**src/kes_pkg.sv**
```systemverilog
// Shared types and codes for the keypad event scanner.
package kes_pkg;

    // Number of port bytes read back in one scan (one per driven row).
    localparam int unsigned NUM_PORTS  = 4;
    localparam int unsigned PORT_W     = 8;
    localparam int unsigned KEY_W      = 5;
    localparam int unsigned INDEX_W    = 4;
    localparam int unsigned STAMP_W    = 32;

    // Default geometry of the full keypad layout.
    localparam int unsigned KP_ROWS    = 4;
    localparam int unsigned KP_COLS    = 4;

    // Code meaning that no key is down.
    localparam logic [KEY_W-1:0] NO_KEY = 5'd31;

    // Keypad layout codes held in the layout register.
    localparam logic [1:0] LAYOUT_ROW  = 2'd0;
    localparam logic [1:0] LAYOUT_4X3  = 2'd1;
    localparam logic [1:0] LAYOUT_FULL = 2'd2;

    // Configuration register indexes.
    localparam logic [1:0] REG_LAYOUT  = 2'd0;
    localparam logic [1:0] REG_HOLD    = 2'd1;

    localparam logic [STAMP_W-1:0] HOLD_RESET = 32'd1000;

    typedef logic [NUM_PORTS-1:0][PORT_W-1:0] t_ports;

    typedef enum logic [1:0] {
        EV_NONE    = 2'd0,
        EV_PRESS   = 2'd1,
        EV_RELEASE = 2'd2,
        EV_LONG    = 2'd3
    } t_key_event;

    typedef struct packed {
        t_key_event          key_event;
        logic [INDEX_W-1:0]  key_index;
        logic                key_down;
    } t_result;

endpackage

```
**src/kes_key_find.sv**
```systemverilog
// Decodes one scan of port bytes into the index of the pressed key.
module kes_key_find
    import kes_pkg::*;
#(
    parameter int unsigned ROWS = KP_ROWS,
    parameter int unsigned COLS = KP_COLS
)
(
    input  logic [1:0]       i_layout,
    input  t_ports           i_ports,
    output logic [KEY_W-1:0] o_key
);

    // Geometry of the full layout; rows past the four port bytes are never scanned.
    localparam int unsigned FULL_ROWS = (ROWS > NUM_PORTS) ? NUM_PORTS : ROWS;
    localparam int unsigned FULL_COLS = (COLS > 4) ? 4 : COLS;
    localparam int unsigned COL_BASE  = 4;

    logic [KEY_W-1:0] key;

    // Later rows and columns overwrite earlier ones, so the last key found wins.
    always_comb begin
        key = NO_KEY;
        case (i_layout)
            LAYOUT_ROW: begin
                for (int c = 0; c < 4; c++) begin
                    if (!i_ports[0][c]) key = KEY_W'(c);
                end
            end
            LAYOUT_4X3: begin
                for (int r = 0; r < NUM_PORTS; r++) begin
                    for (int c = 0; c < 3; c++) begin
                        if (!i_ports[r][COL_BASE+c]) key = KEY_W'((r * 3 + c) % 16);
                    end
                end
            end
            LAYOUT_FULL: begin
                for (int r = 0; r < FULL_ROWS; r++) begin
                    for (int c = 0; c < FULL_COLS; c++) begin
                        if (!i_ports[r][COL_BASE+c]) begin
                            key = KEY_W'((r * FULL_COLS + c) % 16);
                        end
                    end
                end
            end
            default: key = NO_KEY;
        endcase
    end

    assign o_key = key;

endmodule

```
**src/kes_event_track.sv**
```systemverilog
// Press, release and long-press tracking state with event selection.
module kes_event_track
    import kes_pkg::*;
(
    input  logic               i_clk,
    input  logic               i_rst_n,
    input  logic               i_advance,
    input  logic [KEY_W-1:0]   i_key,
    input  logic [STAMP_W-1:0] i_now_ms,
    input  logic [STAMP_W-1:0] i_hold_ms,
    output t_result            o_result
);

    logic [KEY_W-1:0]   r_prev_key, n_prev_key;
    logic [KEY_W-1:0]   r_armed_key, n_armed_key;
    logic [STAMP_W-1:0] r_press_stamp, n_press_stamp;

    logic               key_valid;
    logic               is_press;
    logic               is_release;
    logic               is_long;
    logic [STAMP_W-1:0] elapsed;

    assign key_valid  = (i_key != NO_KEY);
    assign elapsed    = i_now_ms - r_press_stamp;
    assign is_press   = key_valid && (i_key != r_prev_key);
    assign is_release = !key_valid && (r_prev_key != NO_KEY) && (r_armed_key != NO_KEY);
    // A fresh press restarts the hold timer, so it can never be long in the same scan.
    assign is_long    = key_valid && !is_press && (r_armed_key != NO_KEY)
                        && (elapsed > i_hold_ms);

    always_comb begin
        n_prev_key    = i_key;
        n_armed_key   = r_armed_key;
        n_press_stamp = r_press_stamp;
        o_result.key_event = EV_NONE;
        o_result.key_index = '0;
        o_result.key_down  = key_valid;
        if (is_press) begin
            o_result.key_event = EV_PRESS;
            o_result.key_index = i_key[INDEX_W-1:0];
            n_armed_key        = i_key;
            n_press_stamp      = i_now_ms;
        end
        if (is_release) begin
            o_result.key_event = EV_RELEASE;
            o_result.key_index = r_prev_key[INDEX_W-1:0];
        end
        if (is_long) begin
            o_result.key_event = EV_LONG;
            o_result.key_index = i_key[INDEX_W-1:0];
            n_armed_key        = NO_KEY;
            n_press_stamp      = i_now_ms;
        end
    end

    always_ff @(posedge i_clk) begin
        if (!i_rst_n) begin
            r_prev_key    <= NO_KEY;
            r_armed_key   <= NO_KEY;
            r_press_stamp <= '0;
        end else if (i_advance) begin
            r_prev_key    <= n_prev_key;
            r_armed_key   <= n_armed_key;
            r_press_stamp <= n_press_stamp;
        end
    end

endmodule

```
**src/matrix_keypad_event_scanner_unit.sv**
```systemverilog
// Top level of the matrix keypad event scanner: handshakes, registers and result stage.
//
// Each input transaction carries one complete keypad scan (the four row port
// bytes, active low, and a millisecond timestamp) and yields exactly one
// result transaction with the event code (none, press, release or long
// press), the reported key index and a key-down flag. The unit takes a new
// scan in every clock cycle while its results are taken; a scan passes
// through the input register and then the result register, which drives
// the outputs. Key decode and event selection are a single combinational
// pass between the two, and the tracking state is updated as each scan
// leaves the input register. When the result register is full and not
// being taken, a scan already held in the input register stays there and
// the unit stops accepting. Layout and hold time are written through the
// configuration channel, which is always ready, and should only be changed
// while no scan is in flight. There is no clearing pass after reset.
module matrix_keypad_event_scanner_unit
    import kes_pkg::*;
#(
    parameter int unsigned ROWS = KP_ROWS,
    parameter int unsigned COLS = KP_COLS
)
(
    input  logic               i_clk,
    input  logic               i_rst_n,

    input  logic               i_cfg_valid,
    output logic               o_cfg_ready,
    input  logic [1:0]         i_cfg_index,
    input  logic [STAMP_W-1:0] i_cfg_data,

    input  logic               i_in_valid,
    output logic               o_in_ready,
    input  logic [PORT_W-1:0]  i_row0_read,
    input  logic [PORT_W-1:0]  i_row1_read,
    input  logic [PORT_W-1:0]  i_row2_read,
    input  logic [PORT_W-1:0]  i_row3_read,
    input  logic [STAMP_W-1:0] i_now_ms,

    output logic               o_out_valid,
    input  logic               i_out_ready,
    output logic [1:0]         o_key_event,
    output logic [INDEX_W-1:0] o_key_index,
    output logic               o_key_down
);

    // Configuration registers.
    logic [1:0]         r_layout;
    logic [STAMP_W-1:0] r_hold_ms;

    // Input stage.
    logic               r_s1_valid;
    t_ports             r_ports;
    logic [STAMP_W-1:0] r_now_ms;

    // Result stage.
    logic               r_out_valid;
    t_result            r_result;

    logic               out_free;
    logic               advance;
    logic               in_take;
    logic [KEY_W-1:0]   key;
    t_result            result;

    // The result register can load when empty or when its transaction leaves now.
    assign out_free    = !r_out_valid || i_out_ready;
    assign advance     = r_s1_valid && out_free;
    assign o_in_ready  = !r_s1_valid || out_free;
    assign in_take     = i_in_valid && o_in_ready;
    assign o_cfg_ready = 1'b1;

    always_ff @(posedge i_clk) begin
        if (!i_rst_n) begin
            r_layout  <= LAYOUT_FULL;
            r_hold_ms <= HOLD_RESET;
        end else if (i_cfg_valid) begin
            case (i_cfg_index)
                REG_LAYOUT: r_layout  <= i_cfg_data[1:0];
                REG_HOLD:   r_hold_ms <= i_cfg_data;
                default:    ;
            endcase
        end
    end

    always_ff @(posedge i_clk) begin
        if (!i_rst_n) begin
            r_s1_valid <= 1'b0;
        end else if (in_take) begin
            r_s1_valid <= 1'b1;
        end else if (advance) begin
            r_s1_valid <= 1'b0;
        end
    end

    always_ff @(posedge i_clk) begin
        if (in_take) begin
            r_ports  <= {i_row3_read, i_row2_read, i_row1_read, i_row0_read};
            r_now_ms <= i_now_ms;
        end
    end

    kes_key_find #(
        .ROWS (ROWS),
        .COLS (COLS)
    ) u_key_find (
        .i_layout (r_layout),
        .i_ports  (r_ports),
        .o_key    (key)
    );

    // Tracking state moves on exactly once per scan, as it enters the result register.
    kes_event_track u_event_track (
        .i_clk     (i_clk),
        .i_rst_n   (i_rst_n),
        .i_advance (advance),
        .i_key     (key),
        .i_now_ms  (r_now_ms),
        .i_hold_ms (r_hold_ms),
        .o_result  (result)
    );

    always_ff @(posedge i_clk) begin
        if (!i_rst_n) begin
            r_out_valid <= 1'b0;
        end else if (advance) begin
            r_out_valid <= 1'b1;
        end else if (i_out_ready) begin
            r_out_valid <= 1'b0;
        end
    end

    always_ff @(posedge i_clk) begin
        if (advance) begin
            r_result <= result;
        end
    end

    assign o_out_valid = r_out_valid;
    assign o_key_event = r_result.key_event;
    assign o_key_index = r_result.key_index;
    assign o_key_down  = r_result.key_down;

endmodule
```
**config.mk**
```make
export PLATFORM = sky130hd
export DESIGN_NAME = matrix_keypad_event_scanner_unit
export DESIGN_NICKNAME = d
export VERILOG_FILES = /design/src/kes_pkg.sv /design/src/kes_key_find.sv /design/src/kes_event_track.sv /design/src/matrix_keypad_event_scanner_unit.sv
export SDC_FILE = /design/constraint.sdc
export NUM_CORES = 1
export LEC_CHECK = 0
export BUFFER_PORTS_ARGS = -buffer_cell sky130_fd_sc_hd__buf_2
export CAP_MARGIN = 30
export CORE_ASPECT_RATIO = 1.25
export CORE_MARGIN = 5
export CORE_UTILIZATION = 30
export DETAILED_ROUTE_END_ITERATION = 7
export GPL_TIMING_DRIVEN = 0
export SYNTH_ARGS = -nofsm -noshare
export SYNTH_HDL_FRONTEND = slang
export SYNTH_SLANG_ARGS = --single-unit
```
**constraint.sdc**
```tcl
create_clock -name i_clk -period 6.1 [get_ports i_clk]
set_input_delay 1.22 -clock i_clk [delete_from_list [all_inputs] [get_ports i_clk]]
set_output_delay 1.22 -clock i_clk [all_outputs]
set_load 0.02 [all_outputs]
```
# == Word level (Yosys, flattened, before mapping) ==
# Index checks and enable logic that the tools add are counted.
# W data, S select, Z words.
# word_totals
ff_bits,149
input_bits,103
output_inout_bits,10
# op_classes
n_addsub,1
magnitude_cmp,1
eq_ne,7
muxes,41
reduce_logical,23
# ops
op,n
$mux W5,33
$mux W32,2
$gt A32 B32 Y1,1
$sub A32 B32 Y32,1
$ne A5 B5 Y1 const B,3
$pmux W5 S3,1
$logic_and A1 B1 Y1,8
$reduce_and A2 Y1,3
$reduce_bool A2 Y1,3
$ne A5 B5 Y1,1
$eq A2 B1 Y1 const B,2
$logic_not A1 Y1,4
$logic_not A2 Y1,2
$mux W1,4
$mux W4,1
$eq A2 B2 Y1 const B,1
$logic_or A1 B1 Y1,2
$reduce_or A2 Y1,1

# == Logic depth before layout (Yosys ltp) ==
# logic_depth
word_depth,25
ltp_mapped,25
depth_no_buf,23

# == Hierarchy ==
# A second synthesis with hierarchy kept.
# unflattened
cells_unflattened,845
hier_area_um2,8448.1
# modules_own_cells
mod,n_inst,cells_each,area_each_um2
kes_event_track,1,538,4327.9
matrix_keypad_event_scanner_unit,1,232,3684.8
kes_key_find,1,75,435.4

# == Worst setup path before layout ==
# Ideal clock, no wire load.
# synth_timing
path_kind,flip-flop to flip-flop
startpoint,reg r_now_ms[0]
endpoint,reg u_event_track.r_press_stamp[10]
arrival_ps,5389
path_slack_ps,595
stages_incl_launch_ff,25
period_less_slack_ps,5505
cell_sequence,edfxtp_1 > inv_1 > ha_1 > inv_1 > fa_1 > a211o_1 > a2111oi_4 > o32ai_1 > a211o_1 > a22o_1 > or4b_4 > a31oi_4 > o21bai_1 > xor2_1 > ha_1 > nand4_1 > nor4_1 > o21a_1 > a221o_1 > nand4_1 > a41oi_1 > buf_2 > buf_2 > mux2i_1 > nor2b_1
# synth_via
elab_chain_cells,5
elab_cells_between_ends,6
cone_classes,add/sub: 1; order compare: 1; mux: 1; reduce/logical: 3
# synth_rtl
element,line,rtl
"start, declared",matrix_keypad_event_scanner_unit.sv:53,logic [STAMP_W-1:0] r_now_ms;
"start signal, assigned",matrix_keypad_event_scanner_unit.sv:98,r_now_ms <= i_now_ms;
$sub A32 B32 Y32 (*),kes_event_track.sv:25,assign elapsed = i_now_ms - r_press_stamp;
$gt A32 B32 Y1 (*),kes_event_track.sv:30,&& (elapsed > i_hold_ms);
$logic_and A1 B1 Y1 (*),kes_event_track.sv:30,
$reduce_bool A2 Y1 (no line),-,
$reduce_and A2 Y1 (no line),-,
"end signal, assigned",kes_event_track.sv:65,r_press_stamp <= n_press_stamp;
"end, declared",kes_event_track.sv:16,"logic [STAMP_W-1:0] r_press_stamp, n_press_stamp;"
# Every way passes the cells marked *; elsewhere a longest branch is shown, timed or not.
# A chain may end at the register's enable or synchronous reset.

# == Final worst setup path ==
# layout_timing
startpoint,reg r_now_ms[0]
endpoint,reg u_event_track.r_press_stamp[16]
# The elaborated chain is that of the path after synthesis.

==> flow_summary.ini <==
[status]
run_status = finished clean

[synthesis]
most_used_standard_cell_by_instance_count_after_synthesis = nand2_1
synth.top_cells.by_count = nand2_1, dfxtp_1, inv_1
ys_seq_area_share_pct = 43.94
mappedNetlistArea_mm2 = 0.007586
post_synth_main_area_contributors = edfxtp_1, dfxtp_1, ha_1, nand2_1, mux2i_1
synth-edff-count = 59
yosys_register_bits = 137
syn_nets = 948
postSynth.topFlopCell = dfxtp_1
synth_cells = 781
ys_types = 60
avgSynthCellArea_um2 = 9.713
yosysTopAreaCellShare_pct = 23.35
cell_type_with_the_largest_total_area_after_synthesis = edfxtp_1
synthArstFlopShare_pct = 0
synth.yosys.warnings = 0

[finish]
ff_latch_area_mm2 = 0.003333
diodes = 0
layout.core_utilization_pct = 37.22
multiInputGateArea_mm2 = 0.003978
post_route_cells_drive_above_1_share_pct = 17.98
filler_cell_count = 2558
layout-area-overhead-vs-synth_pct = 23.31
finish.net_count = 1077
post_layout_nonfiller_instances = 1258

[worst_hold_path]
holdCritPathClass = reg2reg

[clock_tree]
cts_num_sinks = 137
post_cts_hold_buffer_count = 0
h-tree-depth = 4
post_cts_clock_slew_at_the_launch_and_capture_registers_of_the_worst_setup_and_hold_paths_ns = 0.06
cts_made_buffers = 17
tritoncts_clock_tree = built
clock_insertion_delay_worst_skew_ns = 0.42
cts_root_buffer = clkbuf_16
ctsLongestPathBuffers = 2

[place]
post-place-cells = 1215
portBuffers = 98
hpwl_mm = 13.63
gpl.final_weighted_congestion = 0.8886

[routing]
drt-pass1-iter-count = 4
initialDrtViolationCount = 213
number_of_vias_after_detailed_routing = 5860
drc = 0
postRouteWirelength_mm = 17.88
route.detailed.vias_per_inst = 4.658
antenna_violating_nets_post_route = 0
route.detailed.wl_per_inst_um = 14.21

[worst_setup_path]
critPathArrivalTime_ns = 6.30
critPathMaxStageDelay_ns = 0.51
start_kind = flop
timing.critical_path.fanout_max = 6
timing.critical_path.buf_inv = 4
critPathRequiredTime_ns = 6.41
setup.worst_path.class = reg2reg
crit_family = compound AO/OA/AOI/OAI gates
reg2reg_slack_ns = 0.10
cp-end-kind = flop
worst_path_cell_chain = inv_1 -> ha_2 -> inv_2 -> fa_2 -> a211o_1 -> a2111oi_4 -> o32ai_4 -> a211o_1 -> a22o_1 -> or4b_4 -> a31oi_4 -> o21ai_2 -> xor2_1 -> ha_1 -> nand4_1 -> nor4_4 -> o21a_1 -> a221o_1 -> nand4_1 -> a41oi_2 -> buf_6 -> buf_12 -> mux2i_2 -> nor2b_1
cp_slowest_cell = or4b_4

[pwr]
internal_power_w = 0.001851
power.switching_fraction_pct = 27.15
cellPowerDensity_mw_per_mm2 = 271.6
total_switching_power_w = 0.0006898
design_power_total_w = 0.002541
power.share.sequential_pct = 41.0
power.share.combinational_pct = 20.1
power.clock.fraction_pct = 38.9
vdd_drop_max_uv = 148.4
leakagePower_nw = 3.609

[timing]
final_hold_viol_count = 0
timing.slew.headroom_pct = 54.24
min_period_over_period_pct = 98.28
fin_setup_tns_ns = 0
setup_violations = 0
min_tclk_post_route_ns = 5.995
fin_worst_hold_slack_ns = 0.4613
maxSlewViolCount = 0
finClkSkew_ns = 0.01500
rsz0062_at_grt = true
fmaxAchievable_ghz = 0.1668
max_slew.worst_pin.slew_ns = 0.6864

[grt]
grt_start_max_net_pins = 34
global_route.usage.total_pct = 12.48
grt_first_pass_wirelength_mm = 28.83
number_of_global_route_vias_before_repair = 5860
grt.overflow.total = 0
antenna_found_initial = 0

[floorplanning]
placement_rows = 65
die-height_um = 187.8
core_mm2 = 0.02513
io-pin-count = 113
die-width_um = 152.2
floorplan.initialDensity_pct = 30.19
die_area_mm2 = 0.02859

[job]
cap_violations = 0
## registers in the layout (all words and copies together) (netlist names), 4 cells and up
| name | count |
|---|---|
| u_event_track.r_press_stamp | 32 |
| u_event_track.r_prev_key | 5 |
| o_key_index | 4 |
| u_event_track.r_armed_key | 5 |
| r_now_ms | 32 |
| r_ports | 20 |
| r_hold_ms | 32 |
## power groups by stage
stage                     registers [W]  clock network, W  logic [W]
after floorplan                 0.00106                 0   0.000352
after global routing            0.00105           0.00106   0.000580
after global placement          0.00106                 0   0.000472
final                           0.00104          0.000987   0.000512
after CTS                       0.00104           0.00102   0.000491
after detailed placement        0.00106                 0   0.000480
## worst register-to-register path, stage by stage, from the launching register on
cell       delay, ns
edfxtp_1        0.39
inv_1           0.08
ha_2            0.18
inv_2           0.04
fa_2            0.36
a211o_1         0.35
a2111oi_4       0.46
o32ai_4         0.17
a211o_1         0.37
a22o_1          0.27
or4b_4          0.51
a31oi_4         0.20
o21ai_2         0.08
xor2_1          0.15
ha_1            0.30
nand4_1         0.20
nor4_4          0.31
o21a_1          0.20
a221o_1         0.20
nand4_1         0.16
a41oi_2         0.29
buf_6           0.24
buf_12          0.17
mux2i_2         0.20
nor2b_1         0.06
## cell type report
type,instances,area share (%)
clock inverter,12,1.351
tap,335,4.481
buffer,21,1.498
sequential,137,35.63
inverter,74,2.969
multi-input combinational,549,42.52
clock buffer,20,4.668
timing repair buffer,110,6.875
## worst paths after layout
check           startpoint                              end  cells after the start
max            r_now_ms[0]  u_event_track.r_press_stamp[16]                     24
min          r_hold_ms[26]                    r_hold_ms[26]                      2
max reg2reg    r_now_ms[0]  u_event_track.r_press_stamp[16]                     24
min reg2reg  r_hold_ms[26]                    r_hold_ms[26]                      2
## logic make-up after synthesis
logic type / Yosys count / share of synthesized area [%]
xor+xnor: 32 / 3.695
other cells: 1 / 0.04943
flops: 137 / 43.94
simple gates: 231 / 15.01
buf+inv: 95 / 4.833
mux: 34 / 4.486
fa+ha+maj: 64 / 10.65
compound gates: 187 / 17.33
## timing repair
item,CTS,global route
pin swaps,1,17
cloned,0,2
resized for setup,9,26
setup buffers,1,8
endpoints found under the hold margin,0,0
endpoints found under the setup margin,36,36
## cell usage in the layout (no fill, tap or decap), drive strengths merged, types with 14 or more instances in the layout
cell    Yosys  final
inv        74     76
clkbuf     14     36
xnor2      17     17
nor2b      44     44
a21boi     28     28
nand3      16     16
o21ai      31     31
dfxtp      78     78
o211ai     14     14
ha         63     63
nand4      17     17
buf         7    115
edfxtp     59     59
mux2i      34     34
nand2      97     97
a21oi      34     34
a21o       23     23
xor2       15     15
nor2       25     25
## through the flow
stage / cell area (um^2) / worst slack, ns
floorplan: 7586 / 0.5953
global placement: 8496 / -0.4183
detailed placement: 8517 / -0.4838
CTS: 9128 / 0.1244
global route: 9354 / -0.2579
finish: 9354 / 0.1048
## metal layers
metal / vias to the layer above / global-route usage [%] / routed length [um]
li1: 3040 / - / -
met1: 2706 / 15.94 / 8336
met2: 102 / 20.98 / 8767
met3: 12 / 2.516 / 551
met4: 0 / 4.428 / 224
met5: - / 0 / 0
No activity file was read; power rests on OpenSTA's default activity.
